<file path="src/design/ripple_uv_displacement_top_assert.svh">
// assertion macros for the ripple uv displacement block
// used by ripple_uv_displacement_top, expects clk and rst_n in scope
`ifndef RIPPLE_UV_DISPLACEMENT_TOP_ASSERT_SVH
`define RIPPLE_UV_DISPLACEMENT_TOP_ASSERT_SVH

// same-cycle implication
`define RUV_ASSERT_IMPLIES(lbl, ante, cons, msg) \
    lbl: assert property (@(posedge clk) disable iff (!rst_n) (ante) |-> (cons)) \
        else $error(msg);

// next-cycle implication
`define RUV_ASSERT_NEXT(lbl, ante, cons, msg) \
    lbl: assert property (@(posedge clk) disable iff (!rst_n) (ante) |=> (cons)) \
        else $error(msg);

`endif

</file>
<file path="src/design/ruv_div_cell.sv">
// one restoring division step, registered, for several lanes sharing a divisor
// no dependencies
module ruv_div_cell #(
    parameter int LANES  = 2,
    parameter int NUM_W  = 8,
    parameter int DEN_W  = 8,
    parameter int SIDE_W = 1
) (
    input  logic                             clk,
    input  logic                             rst_n,
    input  logic                             en,
    input  logic                             valid_i,
    input  logic [LANES-1:0][DEN_W-1:0]      rem_i,
    input  logic [LANES-1:0][NUM_W-1:0]      nq_i,
    input  logic [DEN_W-1:0]                 den_i,
    input  logic [SIDE_W-1:0]                side_i,
    output logic                             valid_o,
    output logic [LANES-1:0][DEN_W-1:0]      rem_o,
    output logic [LANES-1:0][NUM_W-1:0]      nq_o,
    output logic [DEN_W-1:0]                 den_o,
    output logic [SIDE_W-1:0]                side_o
);

    logic                        valid_reg;
    logic [LANES-1:0][DEN_W-1:0] rem_reg, rem_next;
    logic [LANES-1:0][NUM_W-1:0] nq_reg, nq_next;
    logic [DEN_W-1:0]            den_reg;
    logic [SIDE_W-1:0]           side_reg;

    always_comb
    begin
        logic [DEN_W:0] shifted;
        logic [DEN_W:0] diff;
        for (int l = 0; l < LANES; l++)
        begin
            shifted     = {rem_i[l], nq_i[l][NUM_W-1]};
            diff        = shifted - {1'b0, den_i};
            rem_next[l] = diff[DEN_W] ? shifted[DEN_W-1:0] : diff[DEN_W-1:0];
            nq_next[l]  = {nq_i[l][NUM_W-2:0], ~diff[DEN_W]};
        end
    end

    always_ff @(posedge clk or negedge rst_n)
    begin
        if (!rst_n)
        begin
            valid_reg <= 1'b0;
        end
        else if (en)
        begin
            valid_reg <= valid_i;
        end
    end

    always_ff @(posedge clk)
    begin
        if (en)
        begin
            rem_reg  <= rem_next;
            nq_reg   <= nq_next;
            den_reg  <= den_i;
            side_reg <= side_i;
        end
    end

    assign valid_o = valid_reg;
    assign rem_o   = rem_reg;
    assign nq_o    = nq_reg;
    assign den_o   = den_reg;
    assign side_o  = side_reg;

endmodule

</file>
<file path="src/design/ruv_udiv.sv">
// pipelined unsigned divider, one quotient bit per cell
// depends on ruv_div_cell
module ruv_udiv #(
    parameter int LANES  = 2,
    parameter int NUM_W  = 8,
    parameter int DEN_W  = 8,
    parameter int SIDE_W = 1
) (
    input  logic                        clk,
    input  logic                        rst_n,
    input  logic                        en,
    input  logic                        valid_i,
    input  logic [LANES-1:0][NUM_W-1:0] num,
    input  logic [DEN_W-1:0]            den,
    input  logic [SIDE_W-1:0]           side_i,
    output logic                        valid_o,
    output logic [LANES-1:0][NUM_W-1:0] quo,
    output logic [SIDE_W-1:0]           side_o
);

    logic                        v_chain [0:NUM_W];
    logic [LANES-1:0][DEN_W-1:0] r_chain [0:NUM_W];
    logic [LANES-1:0][NUM_W-1:0] q_chain [0:NUM_W];
    logic [DEN_W-1:0]            d_chain [0:NUM_W];
    logic [SIDE_W-1:0]           s_chain [0:NUM_W];

    assign v_chain[0] = valid_i;
    assign r_chain[0] = '0;
    assign q_chain[0] = num;
    assign d_chain[0] = den;
    assign s_chain[0] = side_i;

    for (genvar i = 0; i < NUM_W; i++)
    begin : g_cell
        ruv_div_cell #(
            .LANES (LANES),
            .NUM_W (NUM_W),
            .DEN_W (DEN_W),
            .SIDE_W(SIDE_W)
        ) u_cell (
            .clk    (clk),
            .rst_n  (rst_n),
            .en     (en),
            .valid_i(v_chain[i]),
            .rem_i  (r_chain[i]),
            .nq_i   (q_chain[i]),
            .den_i  (d_chain[i]),
            .side_i (s_chain[i]),
            .valid_o(v_chain[i+1]),
            .rem_o  (r_chain[i+1]),
            .nq_o   (q_chain[i+1]),
            .den_o  (d_chain[i+1]),
            .side_o (s_chain[i+1])
        );
    end

    assign valid_o = v_chain[NUM_W];
    assign quo     = q_chain[NUM_W];
    assign side_o  = s_chain[NUM_W];

endmodule

</file>
<file path="config.mk">
export PLATFORM = sky130hd
export DESIGN_NAME = ruv_udiv
export DESIGN_NICKNAME = d
export VERILOG_FILES = /design/src/design/ripple_uv_displacement_top_assert.svh /design/src/design/ruv_div_cell.sv /design/src/design/ruv_udiv.sv
export SDC_FILE = /design/constraint.sdc
export NUM_CORES = 1
export LEC_CHECK = 0
export ABC_AREA = 1
export CAP_MARGIN = 15
export CORE_UTILIZATION = 50
export CTS_BUF_LIST = sky130_fd_sc_hd__clkbuf_4 sky130_fd_sc_hd__clkbuf_8
export DETAILED_ROUTE_END_ITERATION = 10
export DONT_BUFFER_PORTS = 1
export MAX_ROUTING_LAYER = met4
export PLACE_DENSITY = 0.7
export SYNTH_ARGS = -nofsm -noshare
export SYNTH_HDL_FRONTEND = slang
export SYNTH_HIERARCHICAL = 1
export SYNTH_SLANG_ARGS = --single-unit
</file>
<file path="constraint.sdc">
create_clock -name clk -period 2.56 [get_ports clk]
set_input_delay 0.384 -clock clk [delete_from_list [all_inputs] [get_ports clk]]
set_output_delay 0.384 -clock clk [all_outputs]
set_load 0.02 [all_outputs]
</file>
Yosys cells after proc, flatten, opt, wreduce, memory -nomap -nowiden --
Cells that the tools add are included. W data, S select, Z words.
Cells by class: add/sub/neg operators 16, muxes and demuxes 14, bitwise logic cells 16
Operators by type and width (number):
- $sub A9 B8 Y9 | 14
- $mux W8 | 12
- $sub A1 B8 Y9 | 2
- $not A1 Y1 | 16
- $mux W1 | 2
Word-level totals: bits in registers 312, input bits 29, output and inout bits 18

Depth between registers and ports, before layout --
depth in word-level cells 2, depth in mapped cells 12

Cells and area by module --
Netlist, hierarchy kept.
By module, submodules not included:
- ruv_div_cell at g_cell[0].u_cell ... | instances 4, cells an instance 246, area an instance 2422.3 um^2, sequential area each 1256.2 um^2
- ruv_div_cell at g_cell[6].u_cell ... | instances 2, cells an instance 249, area an instance 2464.9 um^2, sequential area each 1256.2 um^2
- ruv_div_cell at g_cell[1].u_cell ... | instances 2, cells an instance 249, area an instance 2439.8 um^2, sequential area each 1256.2 um^2
- ruv_udiv | instances 1, cells an instance 1, area an instance 3.8 um^2, sequential area each 0.0 um^2

Worst setup path before layout --
OpenSTA, ideal clock, no wires.
kind register -> register, start point register g_cell[5].u_cell.nq_reg (netlist bit g_cell[5].u_cell/nq_o[15]), end point register g_cell[6].u_cell.rem_reg (netlist bit g_cell[6].u_cell/rem_o[15]) (data pin), setup time 252 ps, arrival 1635 ps, path slack 673 ps, cell stages (with the launch flop) 13, buffers on the path 0, path through edfxtp_1 -> inv_1 -> ha_1 -> inv_1 -> fa_1 -> nand2_2 -> nand2_4 -> nand3_4 -> nand2_2 -> nand2_4 -> nand2_8 -> nand2_2 -> nand2_2
RTL lines:
- start: declaration | line ruv_div_cell.sv:26 | logic [LANES-1:0][NUM_W-1:0] nq_reg, nq_next;
- start signal: assignment | line ruv_div_cell.sv:60 | nq_reg <= nq_next;
- end signal: assignment | line ruv_div_cell.sv:59 | rem_reg <= rem_next;
- end: declaration | line ruv_div_cell.sv:25 | logic [LANES-1:0][DEN_W-1:0] rem_reg, rem_next;

==> results <==
- The average footprint of a synthesized cell is 9.97 um2.
- The row count is 69.
- The maximum number of buffers from clock root to sink is 3.
- The kind of critical path is register to register.
- The beginning of the worst hold path is en.
- After routing, the total negative slack on setup checks comes to 0 ns.
- The placer's final routability congestion estimate is 0.867.
- For this design, the CTS-stage hold fixing added 35 buffers.
- The final reports fail on design-rule violations, negative hold slack.
- The starting density of the core is 50.9%.
- The count of nets left with antenna violations once routing finished came out at 0.
- The number of port buffers is 0.
- At the end of the flow, the number of nets in the layout was 2116.
- The setup slack after placement is 0.386 ns.
- Buffers added to address setup during post-CTS repair amount to 0.
- The maximum clock frequency is 462 MHz.
- The final routed DRC violation total is 2.
- The smallest clock period supported by the final layout is computed as 2.16 ns.
- The origin of the worst setup path is g_cell[5].u_cell/den_o[0]$_DFFE_PP_.
- In this run the worst path has a maximum fanout of 9.
- The worst hold-check path type is primary input to register.
- The final standard cell area without fillers is 20300 um2.
- The number of clock sinks is 312.
- The first global-routing pass estimated 57200 um of wire.
- Measured along the x axis, the die boundary spans 193 um.
- The via count of the first global-routing pass is 11900.
- The share of the core filled with cells is 57.0%.
- The fraction of final layout cells sized beyond drive strength 1 is 14.3%.
- The clock-pin slew on the worst setup and hold paths is 0.06 ns.
- The root buffer selected by CTS is sky130_fd_sc_hd__clkbuf_8.
- The tool flagged a number of max-cap violations equal to 0.
- The leading cell type in the layout, fill and taps excluded is sky130_fd_sc_hd__nand2_1.
- The count of mapped cells out of synthesis is 1820.
- The worst endpoint required time is 2.94 ns.
- The initial antenna violation count is 0.
- The TritonCTS buffer count is 55.
- The remaining max-slew budget at the tightest pin is 51.3%.
- The number of vias per cell after detailed routing is 4.88.
- The detailed-route wire length per cell is 14.2 um.
- Setup slack on the worst reg-to-reg path comes out at 0.40 ns.
- Post-CTS repair changed the size of 0 cells.
- The endpoint of the lowest-slack register-to-register path is g_cell[6].u_cell/rem_o[5]$_DFFE_PP_.
- The residual overflow from global routing is 0.
- The number of endpoints with negative hold slack in the final report is 17.
- The run finished, with violations left.
- The sum of routed wire length over all layers is 34800 um.
- The length of the first detailed-routing pass in iterations is 8.
- The cell leakage power is 9.59 nW.
- The slack of the critical path is 0.396 ns.
- Including well taps, the total number of placed cells is 2314.
- The worst-case vdd ir drop is 0.575 mV.
- The final critical path takes up 84.5% of the cycle.
- The detailed router's first-iteration violation count is 545.
- The maximum number of pins on one net before global-route repair is 313.
- The endpoint of the worst hold-timing path is g_cell[7].u_cell/nq_o[0]$_DFFE_PP_.
- The design draws 20.8 mW.
- Power spread over the standard cell area amounts to 1020 nW/um2.
- The total count of max-transition violations in the final report is 0.
- The overall via count from detail_route is 11900.
- For the worst-skew pair, the clock arrives at the later sink with an insertion delay of 0.64 ns.
- From synthesis to final layout, the design area changed by 12.0%.
- Counting cells, the worst reg-to-reg path comes to 11.
- The number of cells in the finished layout apart from fillers is 2450.
- The H-tree was split into 2 levels.
- Hold timing on the final database bottoms out at a slack of -0.122 ns.
- The instance count along the most critical hold path is 0.
- For the pin with the worst max-slew slack, the measured transition is 0.730 ns.
- Setup violations remaining at the end of the flow were counted as 0.
- The area after detailed placement is 18800 um2.
- The number of primary I/O pins is 47.
- The worst register-to-register path begins at g_cell[5].u_cell/den_o[0]$_DFFE_PP_.
- Setup repair after global routing left no endpoint under its margin.
- The area of the core region is 35700 um2.
- The clock tree from TritonCTS is yes.
- The layout has 3051 filler cells.
- STA classifies the critical path endpoint as a register.
- The die outline area is 37100 um2.
- The die outline height is 193 um.
- The library cells used most frequently in the layout, excluding fill and tap cells, are 574 x sky130_fd_sc_hd__nand2_1, 304 x sky130_fd_sc_hd__edfxtp_1, 288 x sky130_fd_sc_hd__inv_1, 176 x sky130_fd_sc_hd__nand3_1, 126 x sky130_fd_sc_hd__ha_1.
- STA classifies the critical path startpoint as a register.
- The count of warnings emitted by yosys is 6.
- Global routing used 20.3% of the available tracks across all layers.
- 0 antenna diodes ended up in the layout.
- At the worst endpoint, the arrival time is 2.55 ns.
- After synthesis the cells add up to 18100 um2.
- For the final database, setup skew stands at 0.0239 ns.
- The half-perimeter wire length after detailed placement is 25500 um.
[power breakdown]
group / internal [mW] / total [mW] / switching [mW] / leakage, nW
Clock: 2.65 / 4.70 / 2.05 / 0.602
Combinational: 3.13 / 8.16 / 5.03 / 5.90
Sequential: 7.19 / 7.96 / 0.764 / 3.09
[metal layers]
| layer | wire length, um | part of all wire [%] | track usage, % | vias to the layer above |
|---|---|---|---|---|
| met5 | 0 | 0 | - | - |
| met3 | 1470 | 4.2 | 3.49 | 61 |
| li1 | - | - | - | 6168 |
| met4 | 866 | 2.5 | 7.30 | 0 |
| met2 | 17200 | 49 | 34.0 | 212 |
| met1 | 15300 | 44 | 24.7 | 5507 |
[worst max path at each step]
stage / endpoint / slack (ns)
2_1_floorplan: g_cell[6].u_cell/rem_o[15]$_DFFE_PP_ / 0.67
3_3_place_gp: g_cell[2].u_cell/rem_o[15]$_DFFE_PP_ / 0.43
3_5_place_dp: g_cell[6].u_cell/rem_o[6]$_DFFE_PP_ / 0.39
4_1_cts: g_cell[6].u_cell/rem_o[7]$_DFFE_PP_ / 0.37
5_1_grt: g_cell[6].u_cell/rem_o[5]$_DFFE_PP_ / 0.22
6_report: g_cell[6].u_cell/rem_o[5]$_DFFE_PP_ / 0.40
[cell type report]
cell class | instances | area, um2 | share of cell area, %
Inverter | 292 | 1100 | 5.39
Clock inverter | 28 | 209 | 1.03
Clock buffer | 73 | 923 | 4.54
Sequential cell | 312 | 9330 | 45.9
Tap cell | 461 | 577 | 2.84
Timing Repair Buffer | 35 | 350 | 1.72
Multi-Input combinational cell | 1249 | 7850 | 38.6
[critical path, cell delays in order (launching register included)]
cell and delay, ns:
sky130_fd_sc_hd__edfxtp_1 0.45, sky130_fd_sc_hd__ha_1 0.20, sky130_fd_sc_hd__inv_1 0.06, sky130_fd_sc_hd__fa_1 0.41, sky130_fd_sc_hd__nand2_1 0.08, sky130_fd_sc_hd__nand2_1 0.11, sky130_fd_sc_hd__nand3_2 0.13, sky130_fd_sc_hd__nand2_2 0.08
sky130_fd_sc_hd__nand2_4 0.14, sky130_fd_sc_hd__nand2_4 0.12, sky130_fd_sc_hd__nand2_1 0.09, sky130_fd_sc_hd__nand2_1 0.05
[state kept, by name (all words and copies together), names as in the netlist]
register / flops
g_cell.u_cell/valid_o: 8
g_cell.u_cell/rem_o: 112
g_cell.u_cell/nq_o: 128
g_cell.u_cell/side_o: 8
g_cell.u_cell/den_o: 56
(Power assumes the default switching activity.)
