### config.mk
export PLATFORM = sky130hd
export DESIGN_NAME = ruv_isqrt
export DESIGN_NICKNAME = d
export VERILOG_FILES = /design/src/design/ripple_uv_displacement_top_assert.svh /design/src/design/ruv_sqrt_cell.sv /design/src/design/ruv_isqrt.sv
export SDC_FILE = /design/constraint.sdc
export NUM_CORES = 1
export LEC_CHECK = 0
export ABC_AREA = 1
export BUFFER_PORTS_ARGS = -buffer_cell sky130_fd_sc_hd__clkbuf_2
export CAP_MARGIN = 20
export CORE_MARGIN = 1
export CORE_UTILIZATION = 40
export CTS_CLUSTER_DIAMETER = 30
export DETAILED_ROUTE_END_ITERATION = 7
export GPL_ROUTABILITY_DRIVEN = 0
export PLACE_DENSITY = 0.54
export REMOVE_ABC_BUFFERS = 1
export SLEW_MARGIN = 20
export SYNTH_ARGS = -nofsm -noshare
export SYNTH_HDL_FRONTEND = slang
export SYNTH_SLANG_ARGS = --single-unit
### constraint.sdc
create_clock -name clk -period 1.55 [get_ports clk]
set_input_delay 0.31 -clock clk [delete_from_list [all_inputs] [get_ports clk]]
set_output_delay 0.31 -clock clk [all_outputs]
set_load 0.01 [all_outputs]
### src/design/ripple_uv_displacement_top_assert.svh
// assertion macros for the ripple uv displacement block
// used by ripple_uv_displacement_top, expects clk and rst_n in scope
`ifndef RIPPLE_UV_DISPLACEMENT_TOP_ASSERT_SVH
`define RIPPLE_UV_DISPLACEMENT_TOP_ASSERT_SVH

// same-cycle implication
`define RUV_ASSERT_IMPLIES(lbl, ante, cons, msg) \
    lbl: assert property (@(posedge clk) disable iff (!rst_n) (ante) |-> (cons)) \
        else $error(msg);

// next-cycle implication
`define RUV_ASSERT_NEXT(lbl, ante, cons, msg) \
    lbl: assert property (@(posedge clk) disable iff (!rst_n) (ante) |=> (cons)) \
        else $error(msg);

`endif

### src/design/ruv_sqrt_cell.sv
// one digit-by-digit square root step, registered
// no dependencies
module ruv_sqrt_cell #(
    parameter int RW     = 8,
    parameter int SIDE_W = 1
) (
    input  logic              clk,
    input  logic              rst_n,
    input  logic              en,
    input  logic              valid_i,
    input  logic [RW+1:0]     rem_i,
    input  logic [RW-1:0]     root_i,
    input  logic [2*RW-1:0]   val_i,
    input  logic [SIDE_W-1:0] side_i,
    output logic              valid_o,
    output logic [RW+1:0]     rem_o,
    output logic [RW-1:0]     root_o,
    output logic [2*RW-1:0]   val_o,
    output logic [SIDE_W-1:0] side_o
);

    logic              valid_reg;
    logic [RW+1:0]     rem_reg, rem_next;
    logic [RW-1:0]     root_reg, root_next;
    logic [2*RW-1:0]   val_reg;
    logic [SIDE_W-1:0] side_reg;

    always_comb
    begin
        logic [RW+3:0] cur;
        logic [RW+3:0] trial;
        logic [RW+3:0] diff;
        logic          ge;
        cur       = {rem_i, val_i[2*RW-1 -: 2]};
        trial     = {2'b00, root_i, 2'b01};
        diff      = cur - trial;
        ge        = (cur >= trial);
        rem_next  = ge ? diff[RW+1:0] : cur[RW+1:0];
        root_next = {root_i[RW-2:0], ge};
    end

    always_ff @(posedge clk or negedge rst_n)
    begin
        if (!rst_n)
        begin
            valid_reg <= 1'b0;
        end
        else if (en)
        begin
            valid_reg <= valid_i;
        end
    end

    always_ff @(posedge clk)
    begin
        if (en)
        begin
            rem_reg  <= rem_next;
            root_reg <= root_next;
            val_reg  <= {val_i[2*RW-3:0], 2'b00};
            side_reg <= side_i;
        end
    end

    assign valid_o = valid_reg;
    assign rem_o   = rem_reg;
    assign root_o  = root_reg;
    assign val_o   = val_reg;
    assign side_o  = side_reg;

endmodule

### src/design/ruv_isqrt.sv
// pipelined integer square root, one root bit per cell
// depends on ruv_sqrt_cell
module ruv_isqrt #(
    parameter int RW     = 8,
    parameter int SIDE_W = 1
) (
    input  logic              clk,
    input  logic              rst_n,
    input  logic              en,
    input  logic              valid_i,
    input  logic [2*RW-1:0]   radicand,
    input  logic [SIDE_W-1:0] side_i,
    output logic              valid_o,
    output logic [RW-1:0]     root,
    output logic [SIDE_W-1:0] side_o
);

    logic              v_chain [0:RW];
    logic [RW+1:0]     r_chain [0:RW];
    logic [RW-1:0]     q_chain [0:RW];
    logic [2*RW-1:0]   x_chain [0:RW];
    logic [SIDE_W-1:0] s_chain [0:RW];

    assign v_chain[0] = valid_i;
    assign r_chain[0] = '0;
    assign q_chain[0] = '0;
    assign x_chain[0] = radicand;
    assign s_chain[0] = side_i;

    for (genvar i = 0; i < RW; i++)
    begin : g_cell
        ruv_sqrt_cell #(
            .RW    (RW),
            .SIDE_W(SIDE_W)
        ) u_cell (
            .clk    (clk),
            .rst_n  (rst_n),
            .en     (en),
            .valid_i(v_chain[i]),
            .rem_i  (r_chain[i]),
            .root_i (q_chain[i]),
            .val_i  (x_chain[i]),
            .side_i (s_chain[i]),
            .valid_o(v_chain[i+1]),
            .rem_o  (r_chain[i+1]),
            .root_o (q_chain[i+1]),
            .val_o  (x_chain[i+1]),
            .side_o (s_chain[i+1])
        );
    end

    assign valid_o = v_chain[RW];
    assign root    = q_chain[RW];
    assign side_o  = s_chain[RW];

endmodule

### Word level (Yosys, flattened, before mapping)

Cells that the tools add are included.
Widths: inputs -> output; s select.

| word-level totals | value |
|---|---|
| register bits | 171 |
| input port bits | 21 |
| output and inout bits | 10 |
| word-level logic and storage cells | 61 |

| cells by class | value |
|---|---|
| add/subtract/negate cells | 7 |
| magnitude comparators | 8 |
| multiplexer cells | 7 |

Operators with widths:

| operator | number |
|---|---|
| $mux 10 | 6 |
| $ge 12x3->1 | 1 |
| $ge 12x4->1 | 1 |
| $ge 12x5->1 | 1 |
| $ge 12x6->1 | 1 |
| $ge 12x7->1 | 1 |
| $ge 12x8->1 | 1 |
| $ge 12x9->1 | 1 |
| $sub 10x3->10 | 1 |
| $sub 10x4->10 | 1 |
| $sub 10x5->10 | 1 |
| $sub 10x6->10 | 1 |
| $sub 10x7->10 | 1 |
| $sub 10x8->10 | 1 |
| $sub 2x1->3 const B | 1 |
| $ge 2x1->1 const B | 1 |
| $mux 2 | 1 |

### Longest topological paths before layout

Gate-level depths: netlist of the first run.

| logic depth | value |
|---|---|
| word-level depth | 2 |
| gate-level depth with buffers | 12 |

### Modules after synthesis

From an unflattened synthesis of the first run, not the netlist that was laid out.

| second synthesis, totals | value |
|---|---|
| cell total of the unflattened synthesis | 1417 |
| area, all modules | 14978.1 µm² |

Modules (own cells, without submodules):

| module | instances | cells each | area each (µm²) | sequential area each (µm²) |
|---|---|---|---|---|
| ruv_sqrt_cell | 8 | 177 | 1871.8 | 1016.0 |
| ruv_isqrt | 1 | 1 | 3.8 | 0.0 |

### Worst setup path after synthesis of the first run

OpenSTA, ideal clock, no wires.

| timing | value |
|---|---|
| kind | register -> register |
| start point | reg g_cell[5].u_cell.rem_reg[2] |
| end point | reg g_cell[6].u_cell.rem_reg[4], data pin |
| setup time | 0.257 ns |
| data arrival time | 1.448 ns |
| data required time | 1.293 ns |
| slack | -0.155 ns |
| stages on the path, launching flop included | 10 |
| path buffers | 1 |
| cell sequence | edfxtp_1 ha_1 nand2_1 nor2_1 a21oi_2 nand3_4 inv_4 buf_6 nand2_2 o21ai_2 |

| between the ends | value |
|---|---|
| cells in the longest elaborated chain, start to end | 2 |
| elaborated cells on any way between the ends | 3 |

Ends and longest elaborated chain:

| what | RTL line | RTL |
|---|---|---|
| start, declared | ruv_sqrt_cell.sv:23 | `logic [RW+1:0] rem_reg, rem_next;` |
| start signal, assigned | ruv_sqrt_cell.sv:58 | `rem_reg <= rem_next;` |
| $ge 12x8->1 | ruv_sqrt_cell.sv:37 | `ge = (cur >= trial);` |
| via g_cell[6].u_cell.root_next[0] | ruv_sqrt_cell.sv:24 | `logic [RW-1:0] root_reg, root_next;` |
| $mux 10 | ruv_sqrt_cell.sv:38 | `rem_next = ge ? diff[RW+1:0] : cur[RW+1:0];` |
| via g_cell[6].u_cell.rem_next[4] | ruv_sqrt_cell.sv:23 |  |
| end signal, assigned | ruv_sqrt_cell.sv:58 |  |
| end, declared | ruv_sqrt_cell.sv:23 |  |

The timed path passes the listed nets, and every way through them passes these cells.
A chain may end at the register's enable or synchronous reset.

### Final worst setup path of the first run

| timing | value |
|---|---|
| start point | reg g_cell[2].u_cell.rem_reg[1] |
| end point | reg g_cell[3].u_cell.rem_reg[1], data pin |

| between the ends | value |
|---|---|
| cells in the longest elaborated chain, start to end | 2 |

Ends and longest elaborated chain:

| what | RTL line |
|---|---|
| start, declared | ruv_sqrt_cell.sv:23 |
| start signal, assigned | ruv_sqrt_cell.sv:58 |
| $ge 12x5->1 | ruv_sqrt_cell.sv:37 |
| $mux 10 | ruv_sqrt_cell.sv:38 |
| via g_cell[3].u_cell.rem_next[1] | ruv_sqrt_cell.sv:23 |
| end signal, assigned | ruv_sqrt_cell.sv:58 |
| end, declared | ruv_sqrt_cell.sv:23 |

The timed path passes the listed nets, and every way through them passes these cells.

==> results_dict.tcl, run 1 <==
set metrics [dict create \
    synth_area_per_cell_um2 11.1 \
    postRouteAntennaNets 0 \
    cts-root-to-sink-buffers 2 \
    diodes 0 \
    r2r_end "g_cell[3].u_cell.rem_o[1]$_DFFE_PP_" \
    crit-reg2reg-launch "g_cell[2].u_cell.rem_o[1]$_DFFE_PP_" \
    synth_area_um2 8140 \
    yosys-top-cells-count "175 x sky130_fd_sc_hd__nand2_1, 163 x sky130_fd_sc_hd__edfxtp_1, 100 x sky130_fd_sc_hd__inv_1" \
    layout_setup_ws_ns -0.290 \
    cts_made_buffers 17 \
    fin_crit_sh_pct 119 \
    worst_hold_path_type "input port to flop" \
    die_area_um2 20900 \
    max-cap-violations 0 \
    powerDensity_nw_per_um2 1110 \
    synth-seq-cells 171 \
    ratio_of_cells_with_drive_above_1_in_the_final_layout_pct 47.9 \
    yosysWarningCount 0 \
    critPathCapture "g_cell[3].u_cell.rem_o[1]$_DFFE_PP_" \
    yosys.area_share.xor_xnor_pct 2.15 \
    fp.coreArea_um2 19700 \
    top_level_ports 31 \
    synth.distinct_cells 34 \
    globalRouteOverflowTotal 0 \
    groute.layer.met2.usage_pct 31.9 \
    outcome "complete, but fails checks" \
    report.final.hold_viol_count 0 \
    antenna_found_initial 0 \
    synth_compound_area_share_pct 6.71 \
    highest_fanout_seen_on_the_critical_path 8 \
    route.detailed.drc 0 \
    synth_fa_ha_area_share_pct 6.45 \
    yosys.cell_count.top_type "sky130_fd_sc_hd__nand2_1" \
    fin_util_pct 59.7 \
    synth_edf_count 163 \
    first_pass_iters 5 \
    synthTopCellsByArea "sky130_fd_sc_hd__edfxtp_1 60%, sky130_fd_sc_hd__nand2_1 8.1%, sky130_fd_sc_hd__ha_1 6.5%, sky130_fd_sc_hd__inv_1 4.6%, sky130_fd_sc_hd__nand3_1 2.6%" \
    synth.yosys.seq_area_share_pct 62.6 \
    synthesis.instances 737 \
    drt_first_iter_violations 407 \
    cts_htree_levels 4 \
    timing.critical_path.required_ns 1.73 \
    max-vdd-ir-drop_v 0.000766 \
    setup_viol 65 \
    met3_usage_pct 3.69 \
    numClockSinks 171 \
    first_pass_grt_wire_length_um 27900 \
    period_needed_ns 1.84 \
    grt.busiest_layer "met2" \
    final.setup_skew_ns 0.0120 \
    width_of_the_die_um 145 \
    async_reset_ff_share_pct 4.68 \
    worstSetupStartpointType "flop" \
    place.detailed.hpwl_um 11300 \
    synth-main-ff-cell "sky130_fd_sc_hd__edfxtp_1" \
    area_growth_syn_to_layout_pct 44.6 \
    max_clock_freq_mhz 543 \
    worstRegToRegCells 8 \
    timing_max_transition_violations_final 0 \
    dp.cells 1158 \
    finish.net_count 1037 \
    via_count_of_the_first_global_routing_pass 6091 \
    clock_insertion_delay_worst_skew_ns 0.43 \
    crit_path_end_kind "flop" \
    grt_setup_unrepaired "yes" \
    post_synth_and_or_nand_nor_area_fraction_pct 16.7 \
    violations_in_the_final_reports "negative setup slack" \
    finalWirelength_um 18200 \
    hold-worst-slack_ns 0.0488 \
    synth_top_family_by_area "simple AND/OR/NAND/NOR gates" \
    clock-root-buffer "sky130_fd_sc_hd__clkbuf_16" \
    synthDominantCellAreaShare_pct 60.1 \
    detail_route.wl_per_cell_um 14.5 \
    fin_tns_setup_ns -11.80 \
    globalRouteMet1Util_pct 19.9 \
    rows 51 \
    rrSetupSlack_ns -0.29 \
    power_leakage_nw 5.02 \
    synth.area.mux_share_pct 0 \
    viasPerCell 4.79 \
    fin_cells 1252 \
    hold-path-cell-count 1 \
    route.vias.total 5993 \
    synth_largest_area_cell "sky130_fd_sc_hd__edfxtp_1" \
    global_route.usage.total_pct 17.5 \
    floorplan.initialDensity_pct 41.3 \
    cts.reportedPaths.clkPinSlew_ns 0.07 \
    port-buffer-count 30 \
    pin_count_of_the_biggest_net_entering_global_routing 34 \
    critical_path.startpoint "g_cell[2].u_cell.rem_o[1]$_DFFE_PP_" \
    die_h_um 145 \
    total_power_w 0.0131 \
    tritoncts "done" \
    critPathKind "flop to flop" \
    critical_path_at_ns 2.02 \
]
==> worst max-delay path, cell delays in order, from the launching register on <==
cell                       delay [ns]
sky130_fd_sc_hd__edfxtp_1        0.48
sky130_fd_sc_hd__ha_4            0.31
sky130_fd_sc_hd__a21oi_4         0.14
sky130_fd_sc_hd__o21ai_2         0.08
sky130_fd_sc_hd__nand2_2         0.10
sky130_fd_sc_hd__nand2_4         0.07
sky130_fd_sc_hd__nor2_4          0.18
sky130_fd_sc_hd__buf_12          0.17
sky130_fd_sc_hd__o21ai_4         0.06
==> layer usage <==
| layer | share of wire (%) | vias up | routed length [µm] |
|---|---|---|---|
| met1 | 41 | 2849 | 7380 |
| met4 | 2.5 | 0 | 450 |
| li1 | - | 2965 | - |
| met2 | 54 | 131 | 9790 |
| met5 | 0 | - | 0 |
| met3 | 3.0 | 48 | 548 |
==> per-stage QoR <==
stage	setup WS (ns)	cell area, µm²
after CTS	-0.226	11100
after global placement	-0.320	9660
after detailed placement	-0.323	9660
after floorplan	-0.288	8110
final	-0.290	11800
after global routing	-0.346	11800
==> power by group <==
part | internal (W) | total [W] | switching (W) | leakage [nW]
Sequential | 0.00561 | 0.00583 | 0.000227 | 1.66
Combinational | 0.00149 | 0.00309 | 0.00160 | 3.09
Clock | 0.00229 | 0.00418 | 0.00190 | 0.278
==> worst min path at each step <==
stage | startpoint | endpoint | slack (ns)
2_1_floorplan | rst_n | g_cell[0].u_cell.valid_o$_DFFE_PN0P_ | 0.01
3_3_place_gp | rst_n | g_cell[0].u_cell.valid_o$_DFFE_PN0P_ | 0.16
3_5_place_dp | rst_n | g_cell[0].u_cell.valid_o$_DFFE_PN0P_ | 0.17
4_1_cts | radicand[7] | g_cell[0].u_cell.val_o[9]$_DFFE_PP_ | 0.04
5_1_grt | radicand[7] | g_cell[0].u_cell.val_o[9]$_DFFE_PP_ | 0.03
6_report | radicand[10] | g_cell[0].u_cell.val_o[12]$_DFFE_PP_ | 0.05
==> cells in the final DEF, fill, tap and decap left out, drive strengths merged <==
cell,Yosys,final
nand3b,7,7
bufinv,0,1
ha,42,42
dfrtp,8,8
xor2,13,13
inv,104,115
or2,2,2
nand3,46,47
clkbuf,1,48
o211ai,1,1
dlygate4sd3,0,1
clkinvlp,0,2
and3,1,1
nand2,180,180
edfxtp,163,163
xnor2,7,7
clkinv,1,4
a21oi,39,39
o21ai,44,44
buf,3,187
a21boi,1,1
and2,1,1
nor3,3,3
nand4,7,7
conb,1,1
nor2,62,62
==> flip-flops by register name, summed over array words and instances (netlist names) <==
| name | flops |
|---|---|
| g_cell.u_cell.root_o | 36 |
| g_cell.u_cell.rem_o | 63 |
| g_cell.u_cell.val_o | 56 |
| g_cell.u_cell.valid_o | 8 |
| g_cell.u_cell.side_o | 8 |
==> layout make-up <==
type	instances	area (µm²)
clock buffers	19	433
clock inverters	13	148
fillers	1515	7940
inverters	105	429
multi-input cells	458	3570
flip-flops and latches	171	5090
well taps	265	332
repair buffers	217	1740
repair inverters	4	35.0
==> logic make-up after synthesis <==
kind of cell | Yosys count
AOI/OAI and AO/OA | 85
xor gates and xnor gates | 20
adders and majority gates | 42
buffers and inverters | 109
DFF | 171
other | 1
and+or+nand+nor | 309
==> repair_timing <==
action,CTS,global route
endpoints found under the setup margin,66,66
gates cloned,5,0
setup buffers,33,24
pin swaps,31,51
resized for setup,135,129
hold buffers,1,0
endpoints found under the hold margin,8,0
Note: power is estimated with default switching activity, not from simulation.
==> inputs of run 2 (changes only) <==
- CAP_MARGIN: 20 -> 40
- PLACE_DENSITY: 0.54 -> 0.52
- clock period: 1.55 -> 2.1 ns (I/O delays scaled with it)
==> results_dict.tcl, run 2 (synthesis gave the netlist of run 1 again) <==
set metrics [dict create \
    width_of_the_die_um 145 \
    route.detailed.drc 0 \
    area_growth_syn_to_layout_pct 14.9 \
    critPathKind "flop to flop" \
    outcome "completed" \
    first_pass_iters 4 \
    largest_register_ffs 63 \
    top_level_ports 31 \
    ratio_of_cells_with_drive_above_1_in_the_final_layout_pct 15.7 \
    diodes 0 \
    critPathCapture "g_cell[2].u_cell.rem_o[1]$_DFFE_PP_" \
    viasPerCell 4.74 \
    drt_first_iter_violations 260 \
    fin_tns_setup_ns 0 \
    grt_setup_unrepaired "no" \
    route.vias.total 5070 \
    antenna_found_initial 0 \
    period_needed_ns 1.91 \
    critical_path_at_ns 2.06 \
    fin_cells 1070 \
    power_leakage_nw 3.94 \
    number_of_fill_cells 1827 \
    final.setup_skew_ns 0.0147 \
    mostFrequentLayoutCell "sky130_fd_sc_hd__nand2_1" \
    die_h_um 145 \
    numClockSinks 171 \
    mostFrequentLayoutCells "175 x sky130_fd_sc_hd__nand2_1, 163 x sky130_fd_sc_hd__edfxtp_1, 100 x sky130_fd_sc_hd__inv_1" \
    r2r_end "g_cell[2].u_cell.rem_o[1]$_DFFE_PP_" \
    max_clock_freq_mhz 523 \
    cts_made_buffers 17 \
    worstRegToRegCells 8 \
    max-vdd-ir-drop_v 0.000563 \
    cts-root-to-sink-buffers 2 \
    rrSetupSlack_ns 0.19 \
    timing_max_transition_violations_final 0 \
    crit_path_end_kind "flop" \
    tritoncts "done" \
    port-buffer-count 30 \
    report.final.hold_viol_count 0 \
    die_area_um2 20900 \
    multi_input_comb_area_um2 2610 \
    timing.critical_path.required_ns 2.25 \
    pin_count_of_the_biggest_net_entering_global_routing 41 \
    postRouteAntennaNets 0 \
    rows 51 \
    global_route.usage.total_pct 14.4 \
    highest_fanout_seen_on_the_critical_path 9 \
    powerDensity_nw_per_um2 932 \
    finish.net_count 855 \
    dp.cells 1036 \
    cts.reportedPaths.clkPinSlew_ns 0.08 \
    globalRouteOverflowTotal 0 \
    max-cap-violations 0 \
    worstSetupStartpointType "flop" \
    finalWirelength_um 13800 \
    clock-root-buffer "sky130_fd_sc_hd__clkbuf_16" \
    worst_hold_path_type "input port to flop" \
    crit-reg2reg-launch "g_cell[1].u_cell.rem_o[1]$_DFFE_PP_" \
    place.detailed.hpwl_um 10300 \
    setup_viol 0 \
    seqCellArea_um2 5090 \
    floorplan.initialDensity_pct 41.3 \
    critical_path.startpoint "g_cell[1].u_cell.rem_o[1]$_DFFE_PP_" \
    clock_insertion_delay_worst_skew_ns 0.43 \
    detail_route.wl_per_cell_um 12.9 \
    cts_htree_levels 4 \
    first_pass_grt_wire_length_um 23100 \
    fp.coreArea_um2 19700 \
    via_count_of_the_first_global_routing_pass 4992 \
    fin_crit_sh_pct 91.0 \
]
## run 2: power breakdown
group	internal (W)	leakage (nW)	switching, W
clock	0.00165	0.305	0.00156
sequential	0.00414	1.66	0.000158
combinational	0.000468	1.98	0.000757
## run 2: per-stage QoR
stage	power [W]	instance area, µm²	hold WS, ns	util [%]	setup WS [ns]
finish	0.00873	9360	0.157	47.5	0.189
global route	0.00916	9360	0.128	47.5	0.0244
CTS	0.00883	9350	0.139	47.4	0.150
detailed placement	0.00560	8700	0.279	44.1	0.154
global placement	0.00556	8700	0.265	44.1	0.155
floorplan	0.00521	8110	0.124	-	0.262
## run 2: area by class of cell
cell class	count	share of cell area (%)
Timing Repair Buffer	40	3.03
Inverter	105	4.28
Multi-Input combinational cell	457	27.9
Sequential cell	171	54.4
Clock inverter	15	2.26
Clock buffer	17	4.54
Tap cell	265	3.54
## run 2: how the worst min path moves through the flow
stage	from	to	slack [ns]	cells after the start
after global placement	rst_n	g_cell[7].u_cell.valid_o$_DFFE_PN0P_	0.27	1
after floorplan	rst_n	g_cell[0].u_cell.valid_o$_DFFE_PN0P_	0.12	0
after global routing	radicand[2]	g_cell[0].u_cell.val_o[4]$_DFFE_PP_	0.13	1
after CTS	radicand[1]	g_cell[0].u_cell.val_o[3]$_DFFE_PP_	0.14	1
after detailed placement	rst_n	g_cell[7].u_cell.valid_o$_DFFE_PN0P_	0.28	1
final	radicand[1]	g_cell[0].u_cell.val_o[3]$_DFFE_PP_	0.16	1
## run 2: worst max-delay path, cell delays in order, from the launching register on
cell	delay, ns
sky130_fd_sc_hd__edfxtp_1	0.41
sky130_fd_sc_hd__ha_2	0.41
sky130_fd_sc_hd__nand2_1	0.09
sky130_fd_sc_hd__o21ai_2	0.19
sky130_fd_sc_hd__inv_1	0.09
sky130_fd_sc_hd__nand3_2	0.12
sky130_fd_sc_hd__clkinv_2	0.14
sky130_fd_sc_hd__nand2_1	0.08
sky130_fd_sc_hd__o21ai_0	0.10
## run 2: per-layer routing
metal  GRT usage (%)  up-vias  routed length, µm
met2            24.3       72               6930
met5               0        -                  0
met4            4.71        0                112
met1            18.0     2386               6360
li1                -     2603                  -
met3            3.69        9                361
## run 2: what timing repair did
item                       4_1_cts  5_1_grt
hold buffers                     1        0
hold endpoints to repair         8        0
setup buffers                    0        1
resized for setup                0        1
setup endpoints to repair        0        3
